===== src/rtl/smac_pkg.sv =====
// ----------------------------------------------------------------------------
// Stack machine ALU package
// Shared constants, opcode and status codes, and the command and status
// structs that connect the controller to the datapath.
// ----------------------------------------------------------------------------
package smac_pkg;

  // Stack and word geometry.
  localparam int STACK_DEPTH = 16;
  localparam int WORD_W      = 32;
  localparam int SP_W        = $clog2(STACK_DEPTH + 1);
  localparam int ADDR_W      = $clog2(STACK_DEPTH);
  localparam int DEPTH_OUT_W = 5;
  localparam int DIV_CNT_W   = $clog2(WORD_W);

  // Field widths.
  localparam int CMD_W    = 3;
  localparam int STATUS_W = 3;

  // Opcodes.
  localparam logic [CMD_W-1:0] OP_PUSH = 3'd0;
  localparam logic [CMD_W-1:0] OP_POP  = 3'd1;
  localparam logic [CMD_W-1:0] OP_ADD  = 3'd2;
  localparam logic [CMD_W-1:0] OP_SUB  = 3'd3;
  localparam logic [CMD_W-1:0] OP_MUL  = 3'd4;
  localparam logic [CMD_W-1:0] OP_DIV  = 3'd5;
  localparam logic [CMD_W-1:0] OP_HLT  = 3'd6;

  // Result status codes.
  localparam logic [STATUS_W-1:0] ST_OK      = 3'd0;
  localparam logic [STATUS_W-1:0] ST_FEW     = 3'd1;
  localparam logic [STATUS_W-1:0] ST_FULL    = 3'd2;
  localparam logic [STATUS_W-1:0] ST_EMPTY   = 3'd3;
  localparam logic [STATUS_W-1:0] ST_DIVZERO = 3'd4;
  localparam logic [STATUS_W-1:0] ST_UNKNOWN = 3'd5;
  localparam logic [STATUS_W-1:0] ST_STOPPED = 3'd6;

  // Commands from the controller to the datapath.
  typedef struct packed {
    logic                load;
    logic                push;
    logic                pop_last;
    logic                rd_en;
    logic                pop_wb;
    logic                alu_wb;
    logic                mul_run;
    logic                mul_wb;
    logic                div_load;
    logic                div_step;
    logic                div_wb;
    logic                stop;
    logic                st_we;
    logic [STATUS_W-1:0] st_code;
  } smac_cmd_t;

  // Status from the datapath to the controller.
  typedef struct packed {
    logic [CMD_W-1:0] cmd;
    logic             stopped;
    logic             sp_zero;
    logic             sp_one;
    logic             sp_full;
    logic             b_zero;
    logic             div_last;
  } smac_stat_t;

endpackage


===== src/rtl/stack_machine_alu_core.sv =====
// ----------------------------------------------------------------------------
// Stack machine ALU core
// Executes one stack instruction per request and reports status, the new
// top of stack and the stack depth.
// ----------------------------------------------------------------------------
// Usage: a request (cmd, push_value) is taken on a rising edge with start
// high and busy low. busy stays high until the response has been shown.
// The response (status, top_value, stack_depth) is valid for exactly one
// cycle while done is high; the receiver must take it then, it cannot
// stall the core.
// Paths from decode to the response: push, a pop of the last word, halt, an
// unknown opcode, a stopped machine, a full push, an empty pop and too few
// operands answer straight from decode; any other pop passes through the pop
// write-back state, add, sub and a divide by zero through the operand read,
// mul through operand read and its product register, and div through operand
// read, the 32-step radix-2 divider and its write-back. The core is ready
// again the cycle after done. Reads of the word below the top pass through
// the stack RAM's registered read port.
// Reset (rst, synchronous) empties the stack, clears the stopped flag and
// returns to idle. Once halted, or after too few operands or an unknown
// opcode, every request answers with the stopped status until reset.
// ----------------------------------------------------------------------------
module stack_machine_alu_core (
  input  logic                               clk,
  input  logic                               rst,
  input  logic                               start,
  output logic                               busy,
  input  logic [smac_pkg::CMD_W-1:0]         cmd,
  input  logic signed [smac_pkg::WORD_W-1:0] push_value,
  output logic                               done,
  output logic [smac_pkg::STATUS_W-1:0]      status,
  output logic signed [smac_pkg::WORD_W-1:0] top_value,
  output logic [smac_pkg::DEPTH_OUT_W-1:0]   stack_depth
);

  smac_pkg::smac_cmd_t  ctl;
  smac_pkg::smac_stat_t stat;

  // Instruction sequencer.
  smac_ctrl u_ctrl (
    .clk   (clk),
    .rst   (rst),
    .start (start),
    .stat  (stat),
    .ctl   (ctl),
    .busy  (busy),
    .done  (done)
  );

  // Stack storage and arithmetic.
  smac_dp u_dp (
    .clk         (clk),
    .rst         (rst),
    .ctl         (ctl),
    .cmd         (cmd),
    .push_value  (push_value),
    .stat        (stat),
    .status      (status),
    .top_value   (top_value),
    .stack_depth (stack_depth)
  );

endmodule


===== src/rtl/smac_ram.sv =====
// ----------------------------------------------------------------------------
// Generic single-port-write RAM
// One write port and one read port with registered read data.
// ----------------------------------------------------------------------------
module smac_ram #(
  parameter int WIDTH = 32,
  parameter int DEPTH = 16
) (
  input  logic                     clk,
  input  logic                     we,
  input  logic [$clog2(DEPTH)-1:0] waddr,
  input  logic [WIDTH-1:0]         wdata,
  input  logic                     re,
  input  logic [$clog2(DEPTH)-1:0] raddr,
  output logic [WIDTH-1:0]         rdata
);

  logic [WIDTH-1:0] mem [DEPTH];

  // Write port.
  always_ff @(posedge clk) begin
    if (we) begin
      mem[waddr] <= wdata;
    end
  end

  // Registered read port.
  always_ff @(posedge clk) begin
    if (re) begin
      rdata <= mem[raddr];
    end
  end

endmodule


===== src/rtl/smac_ctrl.sv =====
// ----------------------------------------------------------------------------
// Stack machine controller
// Sequences one instruction: decode, operand read, execute and response.
// ----------------------------------------------------------------------------
module smac_ctrl (
  input  logic                 clk,
  input  logic                 rst,
  input  logic                 start,
  input  smac_pkg::smac_stat_t stat,
  output smac_pkg::smac_cmd_t  ctl,
  output logic                 busy,
  output logic                 done
);

  localparam logic [2:0] S_IDLE   = 3'd0;
  localparam logic [2:0] S_DECODE = 3'd1;
  localparam logic [2:0] S_OPREAD = 3'd2;
  localparam logic [2:0] S_POPWB  = 3'd3;
  localparam logic [2:0] S_MULWB  = 3'd4;
  localparam logic [2:0] S_DIV    = 3'd5;
  localparam logic [2:0] S_DIVWB  = 3'd6;
  localparam logic [2:0] S_RESP   = 3'd7;

  logic [2:0] state;
  logic [2:0] state_next;

  // State register.
  always_ff @(posedge clk) begin
    if (rst) begin
      state <= S_IDLE;
    end else begin
      state <= state_next;
    end
  end

  // Next state and datapath commands.
  always_comb begin
    ctl        = '0;
    state_next = state;
    unique case (state)
      S_IDLE: begin
        if (start) begin
          ctl.load   = 1'b1;
          state_next = S_DECODE;
        end
      end
      S_DECODE: begin
        ctl.st_we   = 1'b1;
        ctl.st_code = smac_pkg::ST_OK;
        state_next  = S_RESP;
        if (stat.stopped) begin
          ctl.st_code = smac_pkg::ST_STOPPED;
        end else begin
          unique case (stat.cmd)
            smac_pkg::OP_PUSH: begin
              if (stat.sp_full) begin
                ctl.st_code = smac_pkg::ST_FULL;
              end else begin
                ctl.push = 1'b1;
              end
            end
            smac_pkg::OP_POP: begin
              if (stat.sp_zero) begin
                ctl.st_code = smac_pkg::ST_EMPTY;
              end else if (stat.sp_one) begin
                ctl.pop_last = 1'b1;
              end else begin
                ctl.rd_en  = 1'b1;
                state_next = S_POPWB;
              end
            end
            smac_pkg::OP_ADD, smac_pkg::OP_SUB, smac_pkg::OP_MUL,
            smac_pkg::OP_DIV: begin
              if (stat.sp_zero || stat.sp_one) begin
                ctl.st_code = smac_pkg::ST_FEW;
                ctl.stop    = 1'b1;
              end else begin
                ctl.rd_en  = 1'b1;
                state_next = S_OPREAD;
              end
            end
            smac_pkg::OP_HLT: begin
              ctl.stop = 1'b1;
            end
            default: begin
              ctl.st_code = smac_pkg::ST_UNKNOWN;
              ctl.stop    = 1'b1;
            end
          endcase
        end
      end
      S_POPWB: begin
        ctl.pop_wb = 1'b1;
        state_next = S_RESP;
      end
      S_OPREAD: begin
        // The lower operand is now on the RAM read port.
        unique case (stat.cmd)
          smac_pkg::OP_ADD, smac_pkg::OP_SUB: begin
            ctl.alu_wb = 1'b1;
            state_next = S_RESP;
          end
          smac_pkg::OP_MUL: begin
            ctl.mul_run = 1'b1;
            state_next  = S_MULWB;
          end
          default: begin
            if (stat.b_zero) begin
              ctl.st_we   = 1'b1;
              ctl.st_code = smac_pkg::ST_DIVZERO;
              state_next  = S_RESP;
            end else begin
              ctl.div_load = 1'b1;
              state_next   = S_DIV;
            end
          end
        endcase
      end
      S_MULWB: begin
        ctl.mul_wb = 1'b1;
        state_next = S_RESP;
      end
      S_DIV: begin
        ctl.div_step = 1'b1;
        if (stat.div_last) begin
          state_next = S_DIVWB;
        end
      end
      S_DIVWB: begin
        ctl.div_wb = 1'b1;
        state_next = S_RESP;
      end
      S_RESP: begin
        state_next = S_IDLE;
      end
      default: begin
        state_next = S_IDLE;
      end
    endcase
  end

  assign busy = (state != S_IDLE);
  assign done = (state == S_RESP);

endmodule


===== src/rtl/smac_dp.sv =====
// ----------------------------------------------------------------------------
// Stack machine datapath
// Holds the top of stack in a register and the words below it in a RAM,
// with the adder, the multiplier and a restoring radix-2 divider.
// ----------------------------------------------------------------------------
module smac_dp (
  input  logic                                 clk,
  input  logic                                 rst,
  input  smac_pkg::smac_cmd_t                  ctl,
  input  logic [smac_pkg::CMD_W-1:0]           cmd,
  input  logic signed [smac_pkg::WORD_W-1:0]   push_value,
  output smac_pkg::smac_stat_t                 stat,
  output logic [smac_pkg::STATUS_W-1:0]        status,
  output logic signed [smac_pkg::WORD_W-1:0]   top_value,
  output logic [smac_pkg::DEPTH_OUT_W-1:0]     stack_depth
);

  localparam int W = smac_pkg::WORD_W;

  logic [smac_pkg::SP_W-1:0]        sp;
  logic                             stopped;
  logic [smac_pkg::CMD_W-1:0]       cmd_q;
  logic [W-1:0]                     val_q;
  logic [W-1:0]                     top;
  logic [smac_pkg::STATUS_W-1:0]    st_q;
  logic [W-1:0]                     prod;
  logic [W-1:0]                     rem;
  logic [W-1:0]                     quo;
  logic [W-1:0]                     dvs;
  logic                             neg;
  logic [smac_pkg::DIV_CNT_W-1:0]   cnt;

  logic [smac_pkg::SP_W-1:0]        sp_m1;
  logic [smac_pkg::SP_W-1:0]        sp_m2;
  logic [W-1:0]                     rdata;
  logic [W-1:0]                     mul_lo;
  logic [W:0]                       shl;
  logic [W:0]                       trial;
  logic [W-1:0]                     mag_a;
  logic [W-1:0]                     mag_b;
  logic [W-1:0]                     alu_res;
  logic [smac_pkg::SP_W+smac_pkg::DEPTH_OUT_W-1:0] sp_ext;

  assign sp_m1 = sp - smac_pkg::SP_W'(1);
  assign sp_m2 = sp - smac_pkg::SP_W'(2);

  // Words below the top of stack live in the RAM; a push spills the old top.
  smac_ram #(
    .WIDTH (W),
    .DEPTH (smac_pkg::STACK_DEPTH)
  ) u_ram (
    .clk   (clk),
    .we    (ctl.push && (sp != '0)),
    .waddr (sp_m1[smac_pkg::ADDR_W-1:0]),
    .wdata (top),
    .re    (ctl.rd_en),
    .raddr (sp_m2[smac_pkg::ADDR_W-1:0]),
    .rdata (rdata)
  );

  // Add or subtract with the lower word as the first operand; the product
  // keeps its low word only.
  assign alu_res = (cmd_q == smac_pkg::OP_SUB) ? (rdata - top) : (rdata + top);
  assign mul_lo  = rdata * top;

  // Operand magnitudes for the divider.
  assign mag_a = rdata[W-1] ? (W'(0) - rdata) : rdata;
  assign mag_b = top[W-1] ? (W'(0) - top) : top;

  // One restoring division step.
  assign shl   = {rem, quo[W-1]};
  assign trial = shl - {1'b0, dvs};

  // Stack pointer and stop flag.
  always_ff @(posedge clk) begin
    if (rst) begin
      sp      <= '0;
      stopped <= 1'b0;
    end else begin
      if (ctl.push) begin
        sp <= sp + smac_pkg::SP_W'(1);
      end else if (ctl.pop_last || ctl.pop_wb || ctl.alu_wb || ctl.mul_wb ||
                   ctl.div_wb) begin
        sp <= sp_m1;
      end
      if (ctl.stop) begin
        stopped <= 1'b1;
      end
    end
  end

  // Request latch, top of stack, status and arithmetic registers.
  always_ff @(posedge clk) begin
    if (ctl.load) begin
      cmd_q <= cmd;
      val_q <= push_value;
    end
    if (ctl.st_we) begin
      st_q <= ctl.st_code;
    end
    if (ctl.push) begin
      top <= val_q;
    end else if (ctl.pop_wb) begin
      top <= rdata;
    end else if (ctl.alu_wb) begin
      top <= alu_res;
    end else if (ctl.mul_wb) begin
      top <= prod;
    end else if (ctl.div_wb) begin
      top <= neg ? (W'(0) - quo) : quo;
    end
    if (ctl.mul_run) begin
      prod <= mul_lo;
    end
    if (ctl.div_load) begin
      rem <= '0;
      quo <= mag_a;
      dvs <= mag_b;
      neg <= rdata[W-1] ^ top[W-1];
      cnt <= '0;
    end else if (ctl.div_step) begin
      rem <= trial[W] ? shl[W-1:0] : trial[W-1:0];
      quo <= {quo[W-2:0], ~trial[W]};
      cnt <= cnt + smac_pkg::DIV_CNT_W'(1);
    end
  end

  // Status toward the controller.
  always_comb begin
    stat          = '0;
    stat.cmd      = cmd_q;
    stat.stopped  = stopped;
    stat.sp_zero  = (sp == '0);
    stat.sp_one   = (sp == smac_pkg::SP_W'(1));
    stat.sp_full  = (sp == smac_pkg::SP_W'(smac_pkg::STACK_DEPTH));
    stat.b_zero   = (top == '0);
    stat.div_last = (cnt == {smac_pkg::DIV_CNT_W{1'b1}});
  end

  // Result fields.
  assign sp_ext      = {{smac_pkg::DEPTH_OUT_W{1'b0}}, sp};
  assign status      = st_q;
  assign top_value   = (sp == '0) ? '0 : top;
  assign stack_depth = sp_ext[smac_pkg::DEPTH_OUT_W-1:0];

endmodule


===== config.mk =====
export PLATFORM = sky130hd
export DESIGN_NAME = stack_machine_alu_core
export DESIGN_NICKNAME = d
export VERILOG_FILES = /design/src/rtl/smac_pkg.sv /design/src/rtl/stack_machine_alu_core.sv /design/src/rtl/smac_ram.sv /design/src/rtl/smac_ctrl.sv /design/src/rtl/smac_dp.sv
export SDC_FILE = /design/constraint.sdc
export NUM_CORES = 2
export LEC_CHECK = 0
export ABC_AREA = 1
export BUFFER_PORTS_ARGS = -buffer_cell sky130_fd_sc_hd__buf_2
export CAP_MARGIN = 20
export CORE_MARGIN = 2
export CORE_UTILIZATION = 50
export CTS_BUF_LIST = sky130_fd_sc_hd__clkbuf_4 sky130_fd_sc_hd__clkbuf_8
export DETAILED_ROUTE_END_ITERATION = 6
export GPL_TIMING_DRIVEN = 0
export PLACE_DENSITY = 0.71
export SETUP_SLACK_MARGIN = 0.15
export SLEW_MARGIN = 20
export SYNTH_ARGS = -nofsm -noshare
export SYNTH_HDL_FRONTEND = slang
export SYNTH_HIERARCHICAL = 1
export SYNTH_SLANG_ARGS = --single-unit

===== constraint.sdc =====
create_clock -name clk -period 18.3 [get_ports clk]
set_input_delay 3.66 -clock clk [delete_from_list [all_inputs] [get_ports clk]]
set_output_delay 3.66 -clock clk [all_outputs]
set_load 0.02 [all_outputs]

Yosys cells after proc, flatten, opt, wreduce, memory -nomap -nowiden
Memory sizes are Yosys's and may differ from the RTL's. A register that Yosys moved wholly into a read port is not among the register bits.
Index checks and enable logic that the tools add are counted.
{"block": "word_totals", "mem_count": 1, "reg_bits": 213, "ram_bits": 512, "in_bits": 38}
{"memory": "u_dp.u_ram.mem", "depth": 16, "width": 32, "rd": 1, "rd_ports_with_merged_regs": 1, "wr": 1, "line_no": "smac_ram.sv:18", "source": "logic [WIDTH-1:0] mem [DEPTH];"}
{"block": "op_classes", "bitwise": 2, "n_reduce_logical": 21, "eq_ne": 18, "n_mux": 61, "addsub": 10, "mul": 1}
{"operator": "$mux W32", "n": 12}
{"operator": "$sub A1 B32 Y32 const A", "n": 3}
{"operator": "$sub A33 B32 Y33", "n": 1}
{"operator": "$add A32 B32 Y32", "n": 1}
{"operator": "$logic_not A32 Y1", "n": 1}
{"operator": "$mul A32 B32 Y32", "n": 1}
{"operator": "$sub A32 B32 Y32", "n": 1}
{"operator": "$mux W31", "n": 1}
{"operator": "$mux W3", "n": 9}
{"operator": "$mux W1", "n": 23}
{"operator": "$eq A3 B3 Y1 const B", "n": 7}
{"operator": "$pmux W3 S6", "n": 1}
{"operator": "$eq A3 B2 Y1 const B", "n": 4}
{"operator": "$pmux W3 S4", "n": 1}
{"operator": "$add A5 B1 Y5 const B", "n": 2}
{"operator": "$eq A5 B5 Y1 const B", "n": 2}
{"operator": "$mux W2", "n": 5}
{"operator": "$mux W5", "n": 2}
{"operator": "$reduce_bool A5 Y1", "n": 2}
{"operator": "$mux W4", "n": 2}
{"operator": "$pmux W4 S2", "n": 1}
{"operator": "$eq A3 B1 Y1 const B", "n": 2}
{"operator": "$logic_not A3 Y1", "n": 2}
{"operator": "$pmux W3 S2", "n": 1}
{"operator": "17 further kinds", "n": 26}

Depth between registers and ports, before layout
{"block": "logic_depth", "depth_word": 12, "mapped_depth": 30, "mapped_depth_nobuf": 29}

Hierarchy
Netlist, hierarchy kept.
{"mod": "smac_dp", "area_per_inst_um2": 31801.8, "n_inst": 1, "cells_each": 4235}
{"mod": "smac_ram", "area_per_inst_um2": 23050.9, "n_inst": 1, "cells_each": 2120}
{"mod": "smac_ctrl", "area_per_inst_um2": 471.7, "n_inst": 1, "cells_each": 80}

Worst setup path before layout
OpenSTA, ideal clock, no wires.
{"block": "synth_path", "path_kind": "register -> register", "startpoint": "register u_dp.top[5]", "endpoint": "register u_dp.prod[31] (data pin)", "synth_period_minus_slack_ns": 6.964, "slack_ns": 11.336, "arrival_ns": 6.711, "setup_ns": 0.252, "n_path_buf": 3, "t_required_ns": 18.048, "path_stages_with_launch": 28, "path_cell_list": "edfxtp_1 -> clkbuf_1 -> clkbuf_1 -> buf_1 -> nand2_1 -> inv_1 -> fa_1 -> fa_1 -> fa_1 -> inv_1 -> fa_1 -> inv_1 -> fa_1 -> inv_1 -> fa_1 -> inv_1 -> fa_1 -> fa_1 -> ha_1 -> a21oi_1 -> o21ai_0 -> a21oi_1 -> nand3_1 -> nand3_1 -> nand2_1 -> a21oi_1 -> nand3b_1 -> nand2_1"}
{"block": "synth_between", "elab_chain_len": 1}
{"element": "start: declaration", "line_no": "smac_dp.sv:24", "source": "logic [W-1:0] top;"}
{"element": "start signal: assignment", "line_no": "smac_dp.sv:102", "source": "top <= val_q;"}
{"element": "start signal: assignment", "line_no": "smac_dp.sv:104", "source": "top <= rdata;"}
{"element": "start signal: assignment", "line_no": "smac_dp.sv:106", "source": "top <= alu_res;"}
{"element": "$mul A32 B32 Y32", "line_no": "smac_dp.sv:64", "source": "assign mul_lo = rdata * top;"}
{"element": "via u_dp.mul_lo[31]", "line_no": "smac_dp.sv:36", "source": "logic [W-1:0] mul_lo;"}
{"element": "end signal: assignment", "line_no": "smac_dp.sv:113", "source": "prod <= mul_lo;"}
{"element": "end: declaration", "line_no": "smac_dp.sv:26", "source": "logic [W-1:0] prod;"}
The timed path passes the listed nets, and every way through them passes these cells.
A chain may end at the register's enable or synchronous reset.

Worst setup path after layout
{"block": "layout_path", "startpoint": "register u_dp.top[5]", "endpoint": "register u_dp.prod[30] (data pin)"}
The elaborated chain is that of the path after synthesis.

==> out/results.ini <==
[timing]
fin_skew_ns = 0.0531
finalSetupViolCount = 0
rsz0062_at_grt = no
max_freq_mhz = 110
maxSlewHeadroom = 0.138
hold_violations = 0
period_needed_ns = 9.09
final_max_slew_viol_count = 0
worst_pin_slew_ns = 1.29
finalSetupTns_ns = 0
timing.hold.ws_ns = 0.475
post-route-period-util = 0.497

[logic_synthesis]
yosysWarnings = 6
yosys.area_share.adder = 0.193
synth_xor_area_frac = 0.0282
synth-compound-area-share = 0.0518
synth_top_family_by_area = simple AND/OR/NAND/NOR gates
ys_async_sr_fraction = 0
synthCells = 6435
seq_area_frac_synth = 0.403
synth.distinct_cells = 64
netlist_area_sq_mm = 0.0553
synth_simple_gate_area_frac = 0.201
synth_nets = 7082
yosys_most_used_dff = edfxtp_1
ys_ff_latch = 757
synth.avg_cell_area_sq_um = 8.60
synth-edff-count = 711
synthMuxAreaShare = 0

[floorplan]
dieArea_sq_mm = 0.113
die_h_microns = 337
start_util = 0.502
ios = 80
coreArea_sq_mm = 0.110
rows = 122
die_width_microns = 337

[global_route]
antenna_found_initial = 8
grt_use_total = 0.346
grt_use_met1 = 0.473
gr-total-overflow = 0
use_met3 = 0.0859
busiest_layer = met2
met2_usage = 0.521
grt_first_pass_wirelength_microns = 284000
grt_pass1_vias = 44117
grt_max_degree = 33

[place]
gp_congestion = 1.04
placed_area_sq_mm = 0.0583
io_buffers = 79
hpwl_microns = 146000

[clock_network]
cts_resized = 0
holdBufCountCts = 0
cts_tree = built
cts_sinks = 757
cts.clk_slew.worst_paths_ns = 0.06
cts_made_buffers = 135
cts-root-buf = clkbuf_8
htree_levels = 4
cts_buffer_depth = 3
insertion_delay_ns = 0.84
post-cts-setup-buffer-count = 0

[setup_path]
critical_path_class = register to register
crit_buf_inv = 8
crit_required_ns = 18.87
rr_worst_depth = 26
path_depth = 26
cp.arrival_ns = 9.66
start_kind = register
crit_family = adder cells
path_common_cell = fa_1
cp-end-kind = register
slowest_delay_ns = 0.84
critPathSlowestCell = edfxtp_1
path_max_fanout = 17

[drt]
drt_wl_total_microns = 195000
wl_per_cell_microns = 23.5
drc = 0
vias = 46023
dr.pass1.iters = 6
via_per_inst = 5.56
ant_nets = 0
first_iter_violations = 5946

[min_path]
hold_class = register to register
hold-path-cell-count = 2

[finish]
drive_above_1_share = 0.0761
layout.nets = 7324
final_cell_mix = nand2_1, inv_1, edfxtp_1, nand3_1, fa_1
regArea_sq_mm = 0.0223
utilization = 0.554
final_common_cell = nand2_1
finalInstanceArea_sq_mm = 0.0611
multi_input_area_sq_mm = 0.0264
fillers = 9942
syn2layout_area_growth_pct = 10.4

[status]
status = complete, no violations

[run]
drv_cap = 0

[per-layer routing]
layer | wire, microns | up-vias | part of all wire
met5 | 55 | - | 0.00028
met4 | 9850 | 8 | 0.051
met3 | 23700 | 463 | 0.12
met2 | 84400 | 2847 | 0.43
met1 | 76500 | 22233 | 0.39
li1 | - | 20472 | -
[sequential cells by signal, indices dropped and copies added, names as in the netlist]
| register | flops |
|---|---|
| u_dp/top | 32 |
| u_dp/dvs | 32 |
| u_dp/quo | 32 |
| u_dp/stopped | 1 |
| u_dp/u_ram/mem | 512 |
| u_dp/val_q | 32 |
| u_dp/stack_depth | 5 |
| u_dp/neg | 1 |
| u_dp/status | 3 |
| u_dp/prod | 32 |
| u_dp/rem | 32 |
| u_dp/u_ram/rdata | 32 |
| u_ctrl/state | 3 |
| u_dp/cnt | 5 |
| u_dp/cmd_q | 3 |
[worst register-to-register path: cells and delay by family (launching register included)]
| family | cells | cell delay, ns |
|---|---|---|
| AOI/OAI and AO/OA | 3 | 0.66 |
| xor gates and xnor gates | 1 | 0.10 |
| adders and majority gates | 9 | 4.27 |
| buffers and inverters | 8 | 2.23 |
| DFF | 1 | 0.84 |
| and+or+nand+nor | 5 | 0.75 |
[cell usage after synthesis (7+ instances only)]
| cell type | n | area (sq um) |
|---|---|---|
| ha_1 | 199 | 2490 |
| nand4_1 | 30 | 188 |
| nand3b_1 | 12 | 90.1 |
| buf_1 | 59 | 221 |
| nand2_1 | 1805 | 6780 |
| o21bai_1 | 19 | 143 |
| or2_2 | 7 | 43.8 |
| buf_2 | 60 | 300 |
| nor3_1 | 34 | 170 |
| inv_1 | 1371 | 5150 |
| a21o_1 | 11 | 82.6 |
| buf_6 | 35 | 394 |
| o21ai_1 | 29 | 145 |
| xnor2_1 | 66 | 578 |
| edfxtp_1 | 711 | 21400 |
| nor4_1 | 10 | 62.6 |
| nand3_1 | 498 | 2490 |
| o21ai_0 | 216 | 1080 |
| a21oi_1 | 139 | 696 |
| fa_1 | 410 | 8210 |
| inv_2 | 15 | 56.3 |
| nor2_1 | 250 | 938 |
| clkbuf_1 | 147 | 552 |
| dfxtp_1 | 46 | 921 |
| xor2_1 | 110 | 963 |
| a31oi_1 | 21 | 131 |
| o221ai_1 | 15 | 131 |
| buf_4 | 9 | 67.6 |
| o211ai_1 | 20 | 150 |
[layout make-up]
class / instances / area share
Multi-Input combinational cell: 3975 / 0.433
Sequential cell: 757 / 0.365
Inverter: 1392 / 0.0856
Clock buffer: 173 / 0.0353
Tap cell: 1488 / 0.0305
Buffer: 311 / 0.0256
Timing Repair Buffer: 105 / 0.0155
Clock inverter: 67 / 0.0101
Antenna cell: 4 / 0.000164
[final timing paths]
kind                              startpoint             to  slack, ns
worst max-delay path             u_dp/top[5]  u_dp/prod[30]       9.21
worst min-delay path            u_dp/rem[11]   u_dp/rem[11]       0.48
worst max register to register   u_dp/top[5]  u_dp/prod[30]       9.21
worst min register to register  u_dp/rem[11]   u_dp/rem[11]       0.48
[per-stage QoR]
step / instances / setup slack [ns]
4_1_cts: 8267 / 9.34
6_report: 8272 / 9.21
5_1_grt: 8269 / 9.01
3_5_place_dp: 8027 / 9.38
3_3_place_gp: 8002 / 9.08
2_1_floorplan: 6435 / 11.34
[cells by family after synthesis]
group,count (synthesis)
adder cells (fa/ha/maj),609
flip-flops,757
AND/OR/NAND/NOR,2682
AO/OA/AOI/OAI,507
buffers and inverters,1703
XOR/XNOR,177
Power is not shown: default switching activity piles up to over one toggle a cycle in this logic, so the estimate is an artifact.
